<file path="src/design/s6ed_pkg.sv">
package s6ed_pkg;

  localparam int S6ED_MAX_VERTEX_BITS = 36;
  localparam int VTX_W = 36;

  localparam logic [7:0] CH_LOW   = 8'h3f;
  localparam logic [7:0] CH_HIGH  = 8'h7e;
  localparam logic [7:0] CH_COLON = 8'h3a;
  localparam int         SIX_W    = 6;

  typedef enum logic [1:0] {
    KIND_COUNT = 2'd0,
    KIND_EDGE  = 2'd1,
    KIND_END   = 2'd2,
    KIND_ERROR = 2'd3
  } s6ed_kind_t;

  typedef struct packed {
    logic [7:0] char_byte;
    logic       end_of_line;
  } s6ed_in_t;

  typedef struct packed {
    s6ed_kind_t       kind;
    logic [VTX_W-1:0] vertex_count;
    logic [VTX_W-1:0] edge_low;
    logic [VTX_W-1:0] edge_high;
    logic             final_of_run;
  } s6ed_out_t;

  typedef struct packed {
    logic push;
    logic flush;
  } s6ed_oq_ctl_t;

  typedef struct packed {
    logic push_ready;
    logic flush_done;
    logic pend_valid;
  } s6ed_oq_st_t;

endpackage

</file>
<file path="src/design/s6ed_outq.sv">
module s6ed_outq
  import s6ed_pkg::*;
(
  input  logic         clk,
  input  logic         rst_n,
  input  s6ed_oq_ctl_t ctl_i,
  input  s6ed_out_t    push_data_i,
  output s6ed_oq_st_t  status_o,
  output logic         out_valid,
  input  logic         out_ready,
  output s6ed_out_t    out_data
);

  logic      pend_valid_r, pend_valid_nxt;
  s6ed_out_t pend_r, pend_nxt;
  logic      out_valid_r, out_valid_nxt;
  s6ed_out_t out_data_r, out_data_nxt;
  logic      slot_free;

  assign slot_free           = !out_valid_r || out_ready;
  assign status_o.push_ready = !pend_valid_r || slot_free;
  assign status_o.flush_done = !pend_valid_r || slot_free;
  assign status_o.pend_valid = pend_valid_r;
  assign out_valid           = out_valid_r;
  assign out_data            = out_data_r;

  always_comb begin
    pend_valid_nxt = pend_valid_r;
    pend_nxt       = pend_r;
    out_valid_nxt  = out_valid_r;
    out_data_nxt   = out_data_r;
    if (out_valid_r && out_ready) begin
      out_valid_nxt = 1'b0;
    end
    if (ctl_i.push && status_o.push_ready) begin
      if (pend_valid_r) begin
        out_data_nxt              = pend_r;
        out_data_nxt.final_of_run = 1'b0;
        out_valid_nxt             = 1'b1;
      end
      pend_nxt       = push_data_i;
      pend_valid_nxt = 1'b1;
    end else if (ctl_i.flush && pend_valid_r && slot_free) begin
      out_data_nxt              = pend_r;
      out_data_nxt.final_of_run = 1'b1;
      out_valid_nxt             = 1'b1;
      pend_valid_nxt            = 1'b0;
    end
  end

  always_ff @(posedge clk) begin
    if (!rst_n) begin
      pend_valid_r <= 1'b0;
      out_valid_r  <= 1'b0;
    end else begin
      pend_valid_r <= pend_valid_nxt;
      out_valid_r  <= out_valid_nxt;
    end
  end

  always_ff @(posedge clk) begin
    pend_r     <= pend_nxt;
    out_data_r <= out_data_nxt;
  end

endmodule

</file>
<file path="src/design/sparse6_edge_decoder_top.sv">
// Decodes one sparse6 line per run of beats: a leading colon, the vertex count in its one-,
// four- or eight-byte form, then edge records read one bit per cycle from the six payload
// bits of each byte, except while an edge result waits for room in the output queue.
// Results leave in order as beats on the out channel, and the last result caused by an input
// byte carries final_of_run. The input is taken one byte at a time: a new byte is accepted
// only once the last one is fully handled, and the payload of a body byte is walked by the
// bit shifter. The decoder stalls while the out channel holds a result that is not taken
// and another one is due. The end of a line always returns an end-of-graph result, and
// the decoder then waits for the colon of the next line.
module sparse6_edge_decoder_top
  import s6ed_pkg::*;
#(
  parameter int MAX_VERTEX_BITS = S6ED_MAX_VERTEX_BITS
) (
  input  logic      clk,
  input  logic      rst_n,
  input  logic      in_valid,
  output logic      in_ready,
  input  s6ed_in_t  in_data,
  output logic      out_valid,
  input  logic      out_ready,
  output s6ed_out_t out_data
);

  localparam int VW = MAX_VERTEX_BITS;

  typedef enum logic [6:0] {
    PH_COLON  = 7'b0000001,
    PH_FIRST  = 7'b0000010,
    PH_SECOND = 7'b0000100,
    PH_HEADER = 7'b0001000,
    PH_BODY   = 7'b0010000,
    PH_DONE   = 7'b0100000,
    PH_ERROR  = 7'b1000000
  } s6ed_phase_t;

  typedef enum logic [5:0] {
    ST_IDLE    = 6'b000001,
    ST_BYTE    = 6'b000010,
    ST_BITS    = 6'b000100,
    ST_EOL_ERR = 6'b001000,
    ST_EOL_END = 6'b010000,
    ST_FLUSH   = 6'b100000
  } s6ed_state_t;

  s6ed_state_t state_r, state_nxt;
  s6ed_phase_t phase_r, phase_nxt;
  logic [7:0]  char_r, char_nxt;
  logic        eol_r, eol_nxt;
  logic [2:0]  hdr_left_r, hdr_left_nxt;
  logic [VW-1:0] ntot_r, ntot_nxt;
  logic [VW-1:0] m_r, m_nxt;
  logic [VW-1:0] mrem_r, mrem_nxt;
  logic [VW-1:0] xbuf_r, xbuf_nxt;
  logic [VW-1:0] v_r, v_nxt;
  logic        rec_x_r, rec_x_nxt;
  logic [SIX_W-1:0] six_r, six_nxt;
  logic [2:0]  bitcnt_r, bitcnt_nxt;

  logic             ch_ok;
  logic [SIX_W-1:0] six;
  logic             bit_in;
  logic [VW-1:0]    v_inc;
  logic [VW-1:0]    x_new;
  logic [VW-1:0]    mrem_sh;
  logic             hdr_done;
  logic             eol_err_due;
  logic             step_emit;
  logic [VW-1:0]    step_lo;
  logic [VW-1:0]    step_hi;

  s6ed_oq_ctl_t oq_ctl;
  s6ed_oq_st_t  oq_st;
  s6ed_out_t    push_data;

  assign ch_ok   = (char_r >= CH_LOW) && (char_r <= CH_HIGH);
  assign six     = SIX_W'(char_r - CH_LOW);
  assign bit_in  = six_r[SIX_W-1];
  assign v_inc   = v_r + VW'(bit_in);
  assign x_new   = VW'({xbuf_r, bit_in});
  assign mrem_sh = mrem_r >> 1;
  assign in_ready = (state_r == ST_IDLE);
  assign eol_err_due = (phase_r == PH_COLON) || (phase_r == PH_FIRST) ||
                       (phase_r == PH_SECOND) || (phase_r == PH_HEADER);

  always_comb begin
    step_emit = 1'b0;
    step_lo   = '0;
    step_hi   = '0;
    if (phase_r == PH_BODY) begin
      if (!rec_x_r) begin
        if ((v_inc < ntot_r) && (m_r == '0)) begin
          step_emit = 1'b1;
          step_hi   = v_inc;
        end
      end else if ((mrem_sh == '0) && (x_new < ntot_r) && (x_new <= v_r)) begin
        step_emit = 1'b1;
        step_lo   = x_new;
        step_hi   = v_r;
      end
    end
  end

  always_comb begin
    state_nxt    = state_r;
    phase_nxt    = phase_r;
    char_nxt     = char_r;
    eol_nxt      = eol_r;
    hdr_left_nxt = hdr_left_r;
    ntot_nxt     = ntot_r;
    m_nxt        = m_r;
    mrem_nxt     = mrem_r;
    xbuf_nxt     = xbuf_r;
    v_nxt        = v_r;
    rec_x_nxt    = rec_x_r;
    six_nxt      = six_r;
    bitcnt_nxt   = bitcnt_r;
    hdr_done     = 1'b0;
    oq_ctl       = '0;
    push_data              = '0;
    push_data.vertex_count = VTX_W'(ntot_r);

    unique case (state_r)
      ST_IDLE: begin
        if (in_valid) begin
          char_nxt  = in_data.char_byte;
          eol_nxt   = in_data.end_of_line;
          state_nxt = ST_BYTE;
        end
      end
      ST_BYTE: begin
        if (oq_st.push_ready) begin
          state_nxt = eol_r ? ST_EOL_ERR : ST_FLUSH;
          if (phase_r == PH_COLON) begin
            if (char_r == CH_COLON) begin
              phase_nxt = PH_FIRST;
            end else begin
              phase_nxt      = PH_ERROR;
              oq_ctl.push    = 1'b1;
              push_data.kind = KIND_ERROR;
            end
          end else if ((phase_r != PH_ERROR) && !ch_ok) begin
            phase_nxt      = PH_ERROR;
            oq_ctl.push    = 1'b1;
            push_data.kind = KIND_ERROR;
          end else begin
            unique case (phase_r)
              PH_FIRST: begin
                if (char_r == CH_HIGH) begin
                  phase_nxt = PH_SECOND;
                end else begin
                  ntot_nxt = VW'(six);
                  hdr_done = 1'b1;
                end
              end
              PH_SECOND: begin
                if (char_r == CH_HIGH) begin
                  hdr_left_nxt = 3'd6;
                  ntot_nxt     = '0;
                end else begin
                  hdr_left_nxt = 3'd2;
                  ntot_nxt     = VW'(six);
                end
                phase_nxt = PH_HEADER;
              end
              PH_HEADER: begin
                ntot_nxt     = VW'({ntot_r, six});
                hdr_left_nxt = hdr_left_r - 3'd1;
                if (hdr_left_r == 3'd1) begin
                  hdr_done = 1'b1;
                end
              end
              PH_BODY: begin
                six_nxt    = six;
                bitcnt_nxt = '0;
                state_nxt  = ST_BITS;
              end
              default: begin
              end
            endcase
          end
          if (hdr_done) begin
            m_nxt                  = ntot_nxt - VW'(1);
            v_nxt                  = '0;
            rec_x_nxt              = 1'b0;
            xbuf_nxt               = '0;
            phase_nxt              = PH_BODY;
            oq_ctl.push            = 1'b1;
            push_data.kind         = KIND_COUNT;
            push_data.vertex_count = VTX_W'(ntot_nxt);
          end
        end
      end
      ST_BITS: begin
        if (!step_emit || oq_st.push_ready) begin
          if (phase_r == PH_BODY) begin
            if (!rec_x_r) begin
              v_nxt = v_inc;
              if (v_inc >= ntot_r) begin
                phase_nxt = PH_DONE;
              end else if (m_r != '0) begin
                rec_x_nxt = 1'b1;
                xbuf_nxt  = '0;
                mrem_nxt  = m_r;
              end
            end else begin
              xbuf_nxt = x_new;
              mrem_nxt = mrem_sh;
              if (mrem_sh == '0) begin
                rec_x_nxt = 1'b0;
                xbuf_nxt  = '0;
                if (x_new >= ntot_r) begin
                  phase_nxt = PH_DONE;
                end else if (x_new > v_r) begin
                  v_nxt = x_new;
                end
              end
            end
          end
          if (step_emit) begin
            oq_ctl.push        = 1'b1;
            push_data.kind     = KIND_EDGE;
            push_data.edge_low  = VTX_W'(step_lo);
            push_data.edge_high = VTX_W'(step_hi);
          end
          six_nxt    = {six_r[SIX_W-2:0], 1'b0};
          bitcnt_nxt = bitcnt_r + 3'd1;
          if (bitcnt_r == 3'(SIX_W - 1)) begin
            state_nxt = eol_r ? ST_EOL_ERR : ST_FLUSH;
          end
        end
      end
      ST_EOL_ERR: begin
        if (!eol_err_due) begin
          state_nxt = ST_EOL_END;
        end else if (oq_st.push_ready) begin
          oq_ctl.push    = 1'b1;
          push_data.kind = KIND_ERROR;
          state_nxt      = ST_EOL_END;
        end
      end
      ST_EOL_END: begin
        if (oq_st.push_ready) begin
          oq_ctl.push    = 1'b1;
          push_data.kind = KIND_END;
          phase_nxt      = PH_COLON;
          hdr_left_nxt   = '0;
          ntot_nxt       = '0;
          m_nxt          = '0;
          mrem_nxt       = '0;
          xbuf_nxt       = '0;
          v_nxt          = '0;
          rec_x_nxt      = 1'b0;
          state_nxt      = ST_FLUSH;
        end
      end
      ST_FLUSH: begin
        oq_ctl.flush = 1'b1;
        if (oq_st.flush_done) begin
          state_nxt = ST_IDLE;
        end
      end
      default: begin
        state_nxt = ST_IDLE;
      end
    endcase
  end

  always_ff @(posedge clk) begin
    if (!rst_n) begin
      state_r    <= ST_IDLE;
      phase_r    <= PH_COLON;
      hdr_left_r <= '0;
      ntot_r     <= '0;
      m_r        <= '0;
      mrem_r     <= '0;
      xbuf_r     <= '0;
      v_r        <= '0;
      rec_x_r    <= 1'b0;
      bitcnt_r   <= '0;
    end else begin
      state_r    <= state_nxt;
      phase_r    <= phase_nxt;
      hdr_left_r <= hdr_left_nxt;
      ntot_r     <= ntot_nxt;
      m_r        <= m_nxt;
      mrem_r     <= mrem_nxt;
      xbuf_r     <= xbuf_nxt;
      v_r        <= v_nxt;
      rec_x_r    <= rec_x_nxt;
      bitcnt_r   <= bitcnt_nxt;
    end
  end

  always_ff @(posedge clk) begin
    char_r <= char_nxt;
    eol_r  <= eol_nxt;
    six_r  <= six_nxt;
  end

  s6ed_outq u_outq (
    .clk         (clk),
    .rst_n       (rst_n),
    .ctl_i       (oq_ctl),
    .push_data_i (push_data),
    .status_o    (oq_st),
    .out_valid   (out_valid),
    .out_ready   (out_ready),
    .out_data    (out_data)
  );

  a_idle_drained: assert property (@(posedge clk) disable iff (!rst_n)
    state_r == ST_IDLE |-> !oq_st.pend_valid)
    else $error("A result is still held back while a new byte can be taken.");

  a_edge_order: assert property (@(posedge clk) disable iff (!rst_n)
    (out_valid && out_data.kind == KIND_EDGE) |-> out_data.edge_low <= out_data.edge_high)
    else $error("An edge beat has its low endpoint above its high endpoint.");

  a_vertex_in_range: assert property (@(posedge clk) disable iff (!rst_n)
    (phase_r == PH_BODY && rec_x_r) |-> v_r < ntot_r)
    else $error("The current vertex reached the vertex count inside a record.");

endmodule

</file>
<file path="config.mk">
export PLATFORM = sky130hd
export DESIGN_NAME = sparse6_edge_decoder_top
export DESIGN_NICKNAME = d
export VERILOG_FILES = /design/src/design/s6ed_pkg.sv /design/src/design/s6ed_outq.sv /design/src/design/sparse6_edge_decoder_top.sv
export SDC_FILE = /design/constraint.sdc
export NUM_CORES = 1
export LEC_CHECK = 0
export BUFFER_PORTS_ARGS = -buffer_cell sky130_fd_sc_hd__buf_4
export CORE_MARGIN = 4
export CORE_UTILIZATION = 40
export CTS_CLUSTER_SIZE = 30
export DETAILED_ROUTE_END_ITERATION = 6
export PLACE_DENSITY = 0.6
export SYNTH_ARGS = -nofsm -noshare
export SYNTH_HDL_FRONTEND = slang
export SYNTH_HIERARCHICAL = 1
export SYNTH_SLANG_ARGS = --single-unit
</file>
<file path="constraint.sdc">
create_clock -name clk -period 13.2 [get_ports clk]
set_clock_uncertainty 0.2 [all_clocks]
set_input_delay 1.32 -clock clk [delete_from_list [all_inputs] [get_ports clk]]
set_output_delay 1.32 -clock clk [all_outputs]
set_load 0.005 [all_outputs]
</file>
==> results.yml <==
run_status:
  status: "complete, no violations"
critical_path:
  cp.required_ns: 13.21
  cp-end-kind: "flip-flop"
  crit_arrival_ns: 6.86
  start_kind: "flip-flop"
  critPathKind: "reg -> reg"
  worst-path-max-fanout: 66
routing:
  num_vias: 17500
  wl_per_cell_um: 20.8
  drt_wl_total_um: 63900
  drt_first_pass_iters: 5
  first_iter_violations: 1641
  drtAntennaViolNets: 0
  avgViaCountPerCell: 5.69
  drcViolationCount: 0
final_layout:
  final_cell_mix: "242 x nand2_1, 236 x edfxtp_1, 199 x dfxtp_1"
  drive_above_1_share_pct: 11.5
  fin_nets: 2412
  area_delta_synth_final_pct: 13.7
  final_common_cell: "nand2_1"
  num_antenna_cells: 0
floorplan:
  core-area_sq_um: 55100
  die_h_um: 244
  die_w_um: 244
  dieArea_sq_um: 59600
  pin_count: 126
  start_util_pct: 40.5
  rows: 86
min_path:
  hold_class: "reg -> reg"
clock_tree:
  cts_buffers: 48
  clk_latency_ns: 0.61
  path_clk_slew_ns: 0.06
  cts-hold-fix-buffers: 0
  cts_tree: "yes"
  ctsResizeCount: 0
  cts_setup_buffers: 0
  cts.sinks: 436
  cts_root_buf: "clkbuf_16"
  ctsLongestPathBuffers: 3
  htreeDepth: 2
sta:
  finalSetupTns_ns: 0
  drv_slew: 0
  rsz0062_at_grt: "no"
  layout_min_cycle_time_ns: 6.85
  setup_viol: 0
  tightest_slew_ns: 1.16
  relSlewSlack_pct: 22.3
  max_freq_mhz: 146
  setup_slack_ns: 6.35
  finalCritPeriodShare_pct: 51.9
  hold_viol_final: 0
global_route:
  track_usage_pct: 20.7
  gr-total-overflow: 0
  antenna_found_initial: 1
  grt_pass1_vias: 16500
  grt_max_degree: 72
  grt_pass1_wl_um: 97400
synth:
  synth_area_sq_um: 22300
  synth_area_per_cell_sq_um: 10.0
  syn_inst: 2227
  synth_warnings: 6
  syn_nets: 2357
pwr:
  cellPowerDensity_nw_per_um2: 120
  vdd.ir_drop.worst_uv: 103
  p_leak_nw: 9.23
flow_run:
  drv_cap: 0
placement:
  gp_congestion: 0.900
  post-place-ws_ns: 6.39
  portBuffers: 125
  dp_hpwl_um: 45800
## routing by layer
metal | track usage [%] | vias up | wire (um)
met5 | 0 | - | 0
met1 | 28.3 | 8432 | 27400
met4 | 8.61 | 0 | 2740
li1 | - | 8217 | -
met3 | 3.88 | 132 | 4800
met2 | 32.6 | 694 | 28900
## metrics by stage
stage	utilization (%)	std cells	area [sq um]	power (W)	hold WS [ns]
2_1_floorplan	-	2227	22300	0.00163	0.200
3_3_place_gp	43.0	2980	23700	0.00167	0.205
3_5_place_dp	43.0	2980	23700	0.00167	0.205
4_1_cts	46.0	3070	25300	0.00307	0.216
5_1_grt	46.0	3070	25300	0.00314	0.225
6_report	46.0	3070	25300	0.00304	0.217
## state kept, by name, indices dropped and copies added, names as in the netlist, 8 cells and up
register	cells
char_r	8
m_r	36
mrem_r	35
ntot_r	36
u_outq/out_data	111
u_outq/pend_r	110
v_r	36
xbuf_r	35
## critical path, cell delays in order, from the launching register on
cell and delay [ns]:
dfxtp_1 0.39, ha_1 0.23, and3_1 0.19, nand4_1 0.39
nor3_1 0.50, nand3_1 0.29, nor2b_1 0.36, nand3_1 0.16
xnor2_1 0.21, ha_1 0.28, a21o_1 0.16, a21o_1 0.17
a21oi_1 0.13, o21ai_0 0.14, or3_1 0.39, o31a_1 0.20
a31oi_1 0.37, o21ai_1 0.20, nor2b_4 0.14, buf_4 0.54
buf_4 0.74
## final timing paths
kind,end,slack (ns),cells past startpoint,start
setup / recovery,u_outq/out_data[10],6.35,20,v_r[0]
hold / removal,u_outq/out_data[44],0.22,0,u_outq/pend_r[44]
setup reg to reg,u_outq/out_data[10],6.35,20,v_r[0]
hold reg to reg,u_outq/out_data[44],0.22,0,u_outq/pend_r[44]
## final cells by class
| type | instances | area (sq um) |
|---|---|---|
| clock inverter | 33 | 397 |
| multi-input combinational | 1547 | 10200 |
| inverter | 104 | 390 |
| fill | 5229 | 29800 |
| tap | 748 | 936 |
| sequential | 436 | 11100 |
| timing repair buffer | 145 | 1090 |
| clock buffer | 57 | 1240 |
## where the power goes
part / switching [W] / internal [W]
Clock: 0.000590 / 0.000808
Combinational: 0.0000964 / 0.0000407
Sequential: 0.0000216 / 0.00148
(Power assumes the default switching activity.)
